**config.mk**
```make
export PLATFORM = sky130hd
export DESIGN_NAME = dmwb_cmod
export DESIGN_NICKNAME = d
export VERILOG_FILES = /design/src/rtl/direct_mapped_writeback_cache_assert.svh /design/src/rtl/dmwb_cmod.sv
export SDC_FILE = /design/constraint.sdc
export NUM_CORES = 1
export LEC_CHECK = 0
export BUFFER_PORTS_ARGS = -buffer_cell sky130_fd_sc_hd__buf_2
export CORE_AREA = 2 2 39 41
export CTS_CLUSTER_DIAMETER = 50
export DETAILED_ROUTE_END_ITERATION = 6
export DIE_AREA = 0 0 41 43
export GPL_TIMING_DRIVEN = 0
export PLACE_DENSITY = 0.48
export SLEW_MARGIN = 10
export SYNTH_ARGS = -nofsm -noshare
export SYNTH_HDL_FRONTEND = slang
export SYNTH_SLANG_ARGS = --single-unit
```
**constraint.sdc**
```tcl
create_clock -name aclk -period 0.85 [get_ports aclk]
set_input_delay 0.17 -clock aclk [delete_from_list [all_inputs] [get_ports aclk]]
set_output_delay 0.17 -clock aclk [all_outputs]
set_load 0.005 [all_outputs]
```
**src/rtl/direct_mapped_writeback_cache_assert.svh**
```systemverilog
// assertion macros used by the cache top level
`ifndef DIRECT_MAPPED_WRITEBACK_CACHE_ASSERT_SVH
`define DIRECT_MAPPED_WRITEBACK_CACHE_ASSERT_SVH

// same-cycle implication, held off during reset
`define DMWB_ASSERT_IMPLIES(label, clk, rstn, ante, cons, msg) \
    label: assert property (@(posedge clk) disable iff (!(rstn)) (ante) |-> (cons)) \
        else $error(msg);

// next-cycle implication, held off during reset
`define DMWB_ASSERT_NEXT(label, clk, rstn, ante, cons, msg) \
    label: assert property (@(posedge clk) disable iff (!(rstn)) (ante) |=> (cons)) \
        else $error(msg);

`endif

```
**src/rtl/dmwb_cmod.sv**
```systemverilog
// two-stage remainder by a constant divisor through a reciprocal multiply
module dmwb_cmod #(
    parameter int IN_W    = 13,
    parameter int DIVISOR = 64,
    parameter int REM_W   = $clog2(DIVISOR)
) (
    input  logic              aclk,
    input  logic [IN_W-1:0]   num,
    output logic [REM_W-1:0]  rem
);

    localparam int SHIFT   = IN_W + $clog2(DIVISOR);
    localparam int RECIP_W = IN_W + 2;
    localparam int PROD_W  = IN_W + RECIP_W;
    localparam longint unsigned RECIP_FULL = ((64'd1 << SHIFT) / DIVISOR) + 1;
    localparam logic [RECIP_W-1:0] RECIP = RECIP_W'(RECIP_FULL);
    localparam int CW = ((IN_W > REM_W) ? IN_W : REM_W) + 1;

    logic [PROD_W-1:0] prod_reg;
    logic [IN_W-1:0]   num_reg;
    logic [REM_W-1:0]  rem_reg;
    logic [REM_W-1:0]  rem_next;
    logic [IN_W-1:0]   quo;
    logic [IN_W-1:0]   back;
    logic [CW-1:0]     diff;
    logic [CW-1:0]     fixed;

    // stage one: estimate of the quotient
    always_ff @(posedge aclk) begin
        prod_reg <= PROD_W'(num) * PROD_W'(RECIP);
        num_reg  <= num;
        rem_reg  <= rem_next;
    end

    // stage two: remainder with one correction step
    always_comb begin
        quo      = IN_W'(prod_reg >> SHIFT);
        back     = IN_W'(quo * IN_W'(DIVISOR));
        diff     = CW'(num_reg) - CW'(back);
        fixed    = (diff >= CW'(DIVISOR)) ? (diff - CW'(DIVISOR)) : diff;
        rem_next = REM_W'(fixed);
    end

    assign rem = rem_reg;

endmodule

```
; ---- Word-level counts from Yosys, hierarchy flattened
; Index checks and enable logic that the tools add are counted.
[op_classes]
mul = 1
magnitude_cmp = 1
mux = 1
add_sub_neg = 2
[op_table]
columns = op, count
row1 = $mul 13x14->26 const B, 1
row2 = $ge 14x7->1 const B, 1
row3 = $sub 13x13->14, 1
row4 = $mux 6, 1
row5 = $sub 6x1->6 const B, 1
[totals]
word_cells = 8
out_inout_bits = 6
reg_bits = 45
in_bits = 14

; ---- Longest topological paths before layout
[logic_depth]
ltp_word = 3
depth_mapped = 0
ltp_nobuf = 0

; ---- Worst setup path after synthesis
; No wires, ideal clock.
[synth_path]
path_type = flip-flop to output port
from = register rem_reg[0] (netlist: rem[0])
to = output rem[0]
setup_slack_ns = 0.382
t_arrival_ns = 0.298
required_ns = 0.680
n_path_buf = 0
path_stages_with_launch = 1
cell_sequence = dfxtp_1
[synth_rtl]
columns = element, line_no
row1 = from (decl), dmwb_cmod.sv:21  ; logic [REM_W-1:0] rem_reg;
row2 = from (signal assigned), dmwb_cmod.sv:32  ; rem_reg <= rem_next;
row3 = to (decl), dmwb_cmod.sv:9  ; output logic [REM_W-1:0] rem
; No word-level cell between the ends.

; ---- Worst setup path in the final report
[layout_path]
from = register rem_reg[4] (netlist: rem[4])
to = output rem[4]
; No word-level cell between the ends.

==> results_dict.tcl <==
set metrics [dict create \
    critPathArrivalTime_ns 0.67 \
    track_usage_pct 5.45 \
    cts.sink_count 12 \
    hold_class "flip-flop to flip-flop" \
    hold_viol_final 0 \
    clk_latency_ns 0.26 \
    finalCritPeriodShare_pct 99.4 \
    synth_compound_area_share_pct 0 \
    drtPass1Iterations 2 \
    synthXorXnorAreaFrac_pct 0 \
    worstPathCellList "buf_2" \
    layout_common_cells "12 x buf_2, 12 x dfxtp_1, 6 x dlygate4sd3_1" \
    layout.nets 49 \
    tns_ns 0 \
    setup_ws_ns 0.00545 \
    synth.distinct_cells 1 \
    critPathSlowestCell "dfxtp_1" \
    leakage_nw 0.195 \
    io_pins 20 \
    placedInstanceArea_um2 320 \
    setup_viol 0 \
    die_area_um2 1760 \
    diodes 0 \
    antenna_found_initial 0 \
    cts_tree "yes" \
    slowest_delay_ns 0.30 \
    detail-route-antenna-nets 0 \
    synth_cells 12 \
    root_buffer "clkbuf_4" \
    area_delta_synth_final_pct 73.4 \
    power.total_mw 1.07 \
    worstMarginPinSlew_ns 0.0726 \
    timing_worst_setup_path_type "flip-flop to output port" \
    min_period_ns 0.845 \
    dpl.cell_count 40 \
    gp_congestion 0.483 \
    ir_worst_vdd_mv 0.723 \
    synth.area.mux_share_pct 0 \
    synth_seq_area_share_pct 100 \
    core_um2 1380 \
    post-route-drc-count 0 \
    fill_cells 161 \
    setup.worst_path.start_class "flip-flop" \
    wl_per_cell_um 7.00 \
    clockBufferDepth 2 \
    htreeDepth 1 \
    synth_warnings 0 \
    ys_ff_latch 12 \
    drv_slew 0 \
    syn-num-nets 26 \
    num_vias 153 \
    crit_buf_inv 1 \
    fin_worst_skew_ns 0.00530 \
    crit_fanout 1 \
    seqCellArea_um2 240 \
    num_rows 14 \
    powerDensity_nw_per_um2 2570 \
    end_kind "output port" \
    die_w_um 41 \
    port_buffers 12 \
    ff2ff_setup_slack_ns 0.45 \
    max_freq_mhz 1180 \
    required_ns 0.68 \
    synth-adder-area-share_pct 0 \
    rsz0062_at_grt "yes" \
    synth_area_per_cell_um2 20.0 \
    wl_um 350 \
    grt_pass1_wl_um 572 \
    fin_area_um2 417 \
    initial_core_util_pct 17.4 \
    multi_input_area_um2 0 \
    final_cells 50 \
    synth_area_um2 240 \
    grt_pass1_vias 157 \
    critPathTopFamily "flip-flops" \
    overflow 0 \
    synthSimpleGateAreaFrac_pct 0 \
    cts_setup_buffers 0 \
    die_y_um 43 \
    drt_iter0_markers 3 \
    maxCapViolCount 0 \
    drive_above_1_share_pct 47.1 \
    grt_max_degree 8 \
    pre_cts_slack_ns 0.283 \
    relSlewSlack_pct 95.2 \
    num-multi-input-gates 0 \
    via_per_inst 3.06 \
    status "finished, final reports clean" \
    cts_buffers 3 \
    cts.clk_slew.worst_paths_ns 0.07 \
]
-- per-layer routing --
metal | track usage (%) | vias up | wire length (um)
met1 | 3.92 | 66 | 123
met5 | 0 | - | 0
li1 | - | 80 | -
met4 | 8.00 | 0 | 0
met3 | 2.09 | 0 | 34
met2 | 8.13 | 7 | 191
-- synth_stat cells --
library cell  number  area share [%]
dfxtp_1           12             100
-- power by group --
part | total, mW | switching [mW] | internal (mW) | leakage [nW]
combinational | 0.0494 | 0.0127 | 0.0367 | 0.0723
clock | 0.424 | 0.165 | 0.260 | 0.0210
sequential | 0.598 | 0.00570 | 0.592 | 0.101
total | 1.07 | 0.183 | 0.888 | 0.195
-- metrics by stage --
step,utilization [%],hold slack (ns)
global placement,23.1,0.272
global route,30.1,0.338
CTS,27.9,0.00271
finish,30.1,0.328
detailed placement,23.1,0.274
floorplan,-,0.198
-- worst paths after layout --
kind | startpoint | depth (start not counted) | to
hold / removal | num_reg[2]$_DFF_P_ | 0 | rem[2]$_DFF_P_
setup / recovery | rem[4]$_DFF_P_ | 1 | rem[4]
hold reg to reg | num_reg[2]$_DFF_P_ | 0 | rem[2]$_DFF_P_
setup reg to reg | num_reg[5]$_DFF_P_ | 0 | rem[5]$_DFF_P_
-- area by class of cell --
| type | count | share of cell area [%] |
|---|---|---|
| well taps | 16 | 4.80 |
| flip-flops and latches | 12 | 57.7 |
| clock buffers | 4 | 8.71 |
| repair buffers | 18 | 28.8 |
-- logic make-up (layout without fill, tap and decap cells) --
family | Yosys count | count (layout)
flops | 12 | 12
buf+inv | 0 | 22
-- repair_timing --
item | in CTS | in global routing
hold buffers | 3 | 3
gates resized for setup | 0 | 0
hold endpoints to repair | 3 | 3
pin swaps | 0 | 0
endpoints found under the setup margin | 3 | 6
Note: power is estimated with default switching activity, not from simulation.
